$ cat src/csnp_pkg.sv
// ----------------------------------------------------------------------------
// Cubed-sphere node position package
// Shared constants, register codes and types for the node position pipeline.
// ----------------------------------------------------------------------------
package csnp_pkg;

  // Fixed-point format and index range.
  localparam int FRAC_BITS         = 16;
  localparam int MAX_NODES_PER_DIM = 1024;
  localparam int IDX_W             = 10;
  localparam int Q24_SHIFT         = 24 - FRAC_BITS;

  // Pipeline depths of the iterative units.
  localparam int CORDIC_ITER = 28;
  localparam int ISQRT_STEPS = 32;
  localparam int DIV_STEPS   = 31;

  // Angle clamp at 89.99 degrees in Q.F.
  localparam longint ANGLE_LIMIT_L =
    (longint'(8999) * (longint'(1) << FRAC_BITS) + longint'(50)) / longint'(100);
  localparam logic signed [35:0] ANGLE_LIMIT = 36'(ANGLE_LIMIT_L);

  // sqrt(3) in Q30.
  localparam logic [30:0] SQRT3_Q30 = 31'd1859775393;

  // atan(2^-i) in degrees, Q24.
  localparam logic [29:0] ATAN_DEG_Q24 [CORDIC_ITER] = '{
    30'd754974720, 30'd445687602, 30'd235489088, 30'd119537938, 30'd60000934,
    30'd30029717,  30'd15018523,  30'd7509720,   30'd3754917,   30'd1877466,
    30'd938734,    30'd469367,    30'd234684,    30'd117342,    30'd58671,
    30'd29335,     30'd14668,     30'd7334,      30'd3667,      30'd1833,
    30'd917,       30'd458,       30'd229,       30'd115,       30'd57,
    30'd29,        30'd14,        30'd7
  };

  // Configuration register codes.
  typedef enum logic [2:0] {
    REG_MIN_RADIUS   = 3'd0,
    REG_RADIAL_STEP  = 3'd1,
    REG_MIN_LON_DEG  = 3'd2,
    REG_LON_STEP_DEG = 3'd3,
    REG_MIN_LAT_DEG  = 3'd4,
    REG_LAT_STEP_DEG = 3'd5
  } cfg_reg_e;

  // Per-node data that rides beside the arithmetic units.
  typedef struct packed {
    logic             neg_l;
    logic             neg_b;
    logic             flag;
    logic [2:0]       ng;
    logic [41:0]      rs;
    logic [2:0][30:0] ms;
  } side_t;

  // Indices at or above the node count are taken as the last node.
  function automatic logic [IDX_W-1:0] clamp_idx(input logic [IDX_W-1:0] v);
    logic [IDX_W-1:0] r;
    r = v;
    if ({1'b0, v} >= (IDX_W+1)'(MAX_NODES_PER_DIM)) begin
      r = IDX_W'(MAX_NODES_PER_DIM - 1);
    end
    return r;
  endfunction

endpackage

$ cat src/csnp_isqrt.sv
// ----------------------------------------------------------------------------
// Integer square root pipeline
// Floor square root of a 64-bit value, one result bit per register stage.
// ----------------------------------------------------------------------------
module csnp_isqrt (
  input  logic        clk_i,
  input  logic        rst_ni,
  input  logic        en_i,
  input  logic        valid_i,
  input  logic [63:0] value_i,
  output logic        valid_o,
  output logic [31:0] root_o
);
  import csnp_pkg::*;

  logic [63:0] v_q [ISQRT_STEPS];
  logic [63:0] r_q [ISQRT_STEPS];
  logic [ISQRT_STEPS-1:0] val_q;

  logic [63:0] vi [ISQRT_STEPS];
  logic [63:0] ri [ISQRT_STEPS];
  logic [63:0] vd [ISQRT_STEPS];
  logic [63:0] rd [ISQRT_STEPS];
  logic [64:0] trial [ISQRT_STEPS];

  // Digit recurrence: the test bit moves down two places per stage.
  always_comb begin
    for (int k = 0; k < ISQRT_STEPS; k++) begin
      if (k == 0) begin
        vi[k] = value_i;
        ri[k] = '0;
      end else begin
        vi[k] = v_q[k-1];
        ri[k] = r_q[k-1];
      end
      trial[k] = {1'b0, ri[k]} + (65'(1) << (62 - 2 * k));
      if ({1'b0, vi[k]} >= trial[k]) begin
        vd[k] = vi[k] - trial[k][63:0];
        rd[k] = (ri[k] >> 1) + (64'(1) << (62 - 2 * k));
      end else begin
        vd[k] = vi[k];
        rd[k] = ri[k] >> 1;
      end
    end
  end

  always_ff @(posedge clk_i or negedge rst_ni) begin
    if (!rst_ni) begin
      val_q <= '0;
    end else if (en_i) begin
      val_q <= {val_q[ISQRT_STEPS-2:0], valid_i};
    end
  end

  always_ff @(posedge clk_i) begin
    if (en_i) begin
      for (int k = 0; k < ISQRT_STEPS; k++) begin
        v_q[k] <= vd[k];
        r_q[k] <= rd[k];
      end
    end
  end

  assign valid_o = val_q[ISQRT_STEPS-1];
  assign root_o  = r_q[ISQRT_STEPS-1][31:0];

endmodule

$ cat config.mk
export PLATFORM = sky130hd
export DESIGN_NAME = csnp_isqrt
export DESIGN_NICKNAME = d
export VERILOG_FILES = /design/src/csnp_pkg.sv /design/src/csnp_isqrt.sv
export SDC_FILE = /design/constraint.sdc
export NUM_CORES = 2
export LEC_CHECK = 0
export BUFFER_PORTS_ARGS = -buffer_cell sky130_fd_sc_hd__buf_2
export CORE_AREA = 5 5 442 444
export CTS_CLUSTER_DIAMETER = 200
export DETAILED_ROUTE_END_ITERATION = 10
export DIE_AREA = 0 0 447 449
export GPL_TIMING_DRIVEN = 0
export PLACE_DENSITY = 0.77
export SYNTH_ARGS = -nofsm -noshare
export SYNTH_HDL_FRONTEND = slang
export SYNTH_SLANG_ARGS = --single-unit
$ cat constraint.sdc
create_clock -name clk_i -period 4 [get_ports clk_i]
set_input_delay 1 -clock clk_i [delete_from_list [all_inputs] [get_ports clk_i]]
set_output_delay 1 -clock clk_i [all_outputs]
set_load 0.03 [all_outputs]
==> flow_summary.toml <==
[synthesis]
synth-xor-area-share_pct = 6.36
yosysSeqAreaShare_pct = 62.9
synth_simple_gate_area_share_pct = 11.9
async_flop_share_pct = 1.26
synthCells = 9540
synth_fp_nets = 10166
synthAdderAreaFrac_pct = 5.76
synth_ff_type = "edfxtp_1"
yosys_warnings = 0
ys_ff_latch = 2544
syn-mean-instance-area_um2 = 12.7
yosysUniqueCellTypes = 101
yosys-mux-area-fraction_pct = 1.33
synth_compound_area_share_pct = 8.90
syn_area_mm2 = 0.121
yosys-top-cells-area = "edfxtp_1 62%, ha_1 5.8%, xnor2_1 3.5%"
ys_top_cells_by_count = "2512 x edfxtp_1, 689 x a21oi_1, 670 x inv_1, 669 x nor2_1, 558 x ha_1"
synth_top_family_by_area = "simple AND/OR/NAND/NOR gates"
yosysTopAreaCell = "edfxtp_1"
synth.top_cell.area_share_pct = 62.2
yosysMostFrequentCell = "edfxtp_1"
synth-edff-count = 2512

[placed_design]
io_buffer_count = 100
hpwl_mm = 210
gp_congestion = 0.953
post-place-cells = 12184
place_area_mm2 = 0.125

[cts]
clock-root-buffer = "clkbuf_16"
cts_tree = "yes"
clk_pin_slew_ps = 60
cts-buffers-inserted = 278
clk_path_buf_depth = 4
hold_buffers = 0
htreeDepth = 5
insertion_delay_ps = 920
cts.sinks = 2544

[global_routing]
grt_pass1_wl_mm = 443
antenna_found_initial = 10
grt_overflow = 0
grt_max_degree = 196
grt_pass1_vias = 76875
grt_usage_pct = 28.3

[timing]
fin_hold_ws_ps = 161
fin_crit_sh_pct = 99.8
final-setup-viol-count = 0
skew_ps = 64.1
tns_ps = 0
slew_headroom_pct = 31.2
drv_slew = 0
fin_crit_ps = 3990
finalHoldViolations = 0
worstMarginPinSlew_ps = 1030
rsz0062_at_grt = "true"
fmax_mhz = 250

[run]
drv_cap = 0

[die]
die_height_um = 449
initial_core_util_pct = 63.4
ios = 101
core_area_mm2 = 0.191
dieArea_mm2 = 0.201
rows = 161
dieWidth_um = 447

[routing]
wire_per_inst_um = 22.9
ant_nets = 0
finalWirelength_mm = 290
vias = 78865
initialDrtViolationCount = 7428
drt-vias-per-instance = 6.21
drc = 0
dr.pass1.iters = 6

[final_layout]
drive_gt1_share_pct = 9.50
final_nets = 10598
final_cell_area_mm2 = 0.136
fin_cells = 12704
area_growth_pct = 11.8

[worst_hold_path]
hold_path_class = "input port to asynchronous set/reset pin"

[critical_path]
cp-start-kind = "flip-flop"
crit_fanout = 9
r2r-start = "v_q[1][744]"
cp.required_ps = 4610
crit_type = "flip-flop to flip-flop"
cp-end-kind = "flip-flop"
crit_start = "v_q[1][744]"
arrival_ps = 4600

[pwr]
power_mw = 78.1
leakage_nw = 51.3
irDropWorstVdd_mv = 0.455
power_density_mw_per_mm2 = 576

[outcome]
status = "finished clean"
-- cell type report --
type                            count  area [um2]
Fill cell                       12812       55600
Tap cell                         2526        3160
Clock inverter                    142        1340
Buffer                            206         997
Timing Repair Buffer              167        1430
Multi-Input combinational cell   6103       42500
Antenna cell                        6        15.0
Sequential cell                  2544       76200
Inverter                          672        2520
Clock buffer                      338        7370
-- worst paths after layout --
| path | to | cells after the start | slack, ps |
|---|---|---|---|
| max | v_q[1][818] | 10 | 7 |
| max reg2reg | v_q[1][818] | 10 | 7 |
| max in group asynchronous | val_q[0] | 1 | 3410 |
| min reg2reg | v_q[1][7] | 0 | 440 |
| min in group clk_i | v_q[0][54] | 1 | 270 |
| min | val_q[29] | 1 | 160 |
-- sequential cells by signal, summed over array words and instances (netlist names) --
name	flops
v_q	1984
r_q	528
val_q	32
-- report_power, final --
part / internal [mW] / switching [mW] / total [mW]
Combinational: 6.84 / 9.76 / 16.6
Clock: 14.6 / 10.1 / 24.8
Sequential: 33.9 / 2.81 / 36.7
Total: 55.4 / 22.7 / 78.1
-- layout by cell type, fill, tap and decap left out, types with 307 or more instances in the layout --
cell type	instances
inv_1	670
ha_1	553
edfxtp_1	2512
nor2_1	664
xnor2_1	486
a21oi_1	682
o21ai_0	307
xor2_1	393
nor4_1	307
nand2_1	523
-- per-stage QoR --
step	worst slack (ps)	utilization, %
final	6.51	70.9
after global routing	-75.4	70.9
after CTS	-2.66	70.5
after detailed placement	-1200	65.6
after global placement	-35800	65.3
after floorplan	383	-
-- worst max-delay path: stages (launching register included) --
cell and delay, ps:
edfxtp_1 500, nor4_4 620, nand2_1 150, or3_1 460
nor3_1 550, a31oi_4 180, buf_12 190, or3_1 320
buf_6 160, a2111oi_4 460, xor2_1 120
-- what timing repair did --
action	in CTS	in global routing
gates cloned	2	1
pin swaps	13	24
setup endpoints to repair	904	466
setup buffers	18	28
gates resized for setup	112	118
-- cells by family (layout without fill, tap and decap cells) --
| kind of cell | after synthesis | after routing |
|---|---|---|
| buf+inv | 893 | 1525 |
| simple gates | 2769 | 2769 |
| fa+ha+maj | 558 | 558 |
| mux | 144 | 144 |
| other cells | 0 | 6 |
| compound gates | 1752 | 1752 |
| xor+xnor | 880 | 880 |
| flops | 2544 | 2544 |
-- routing by layer --
layer / global-route usage (%) / part of all wire, %
met1: 39.3 / 42
met2: 46.9 / 48
met3: 4.05 / 6.6
met4: 8.95 / 3.3
met5: 0 / 0
(Power assumes the default switching activity.)
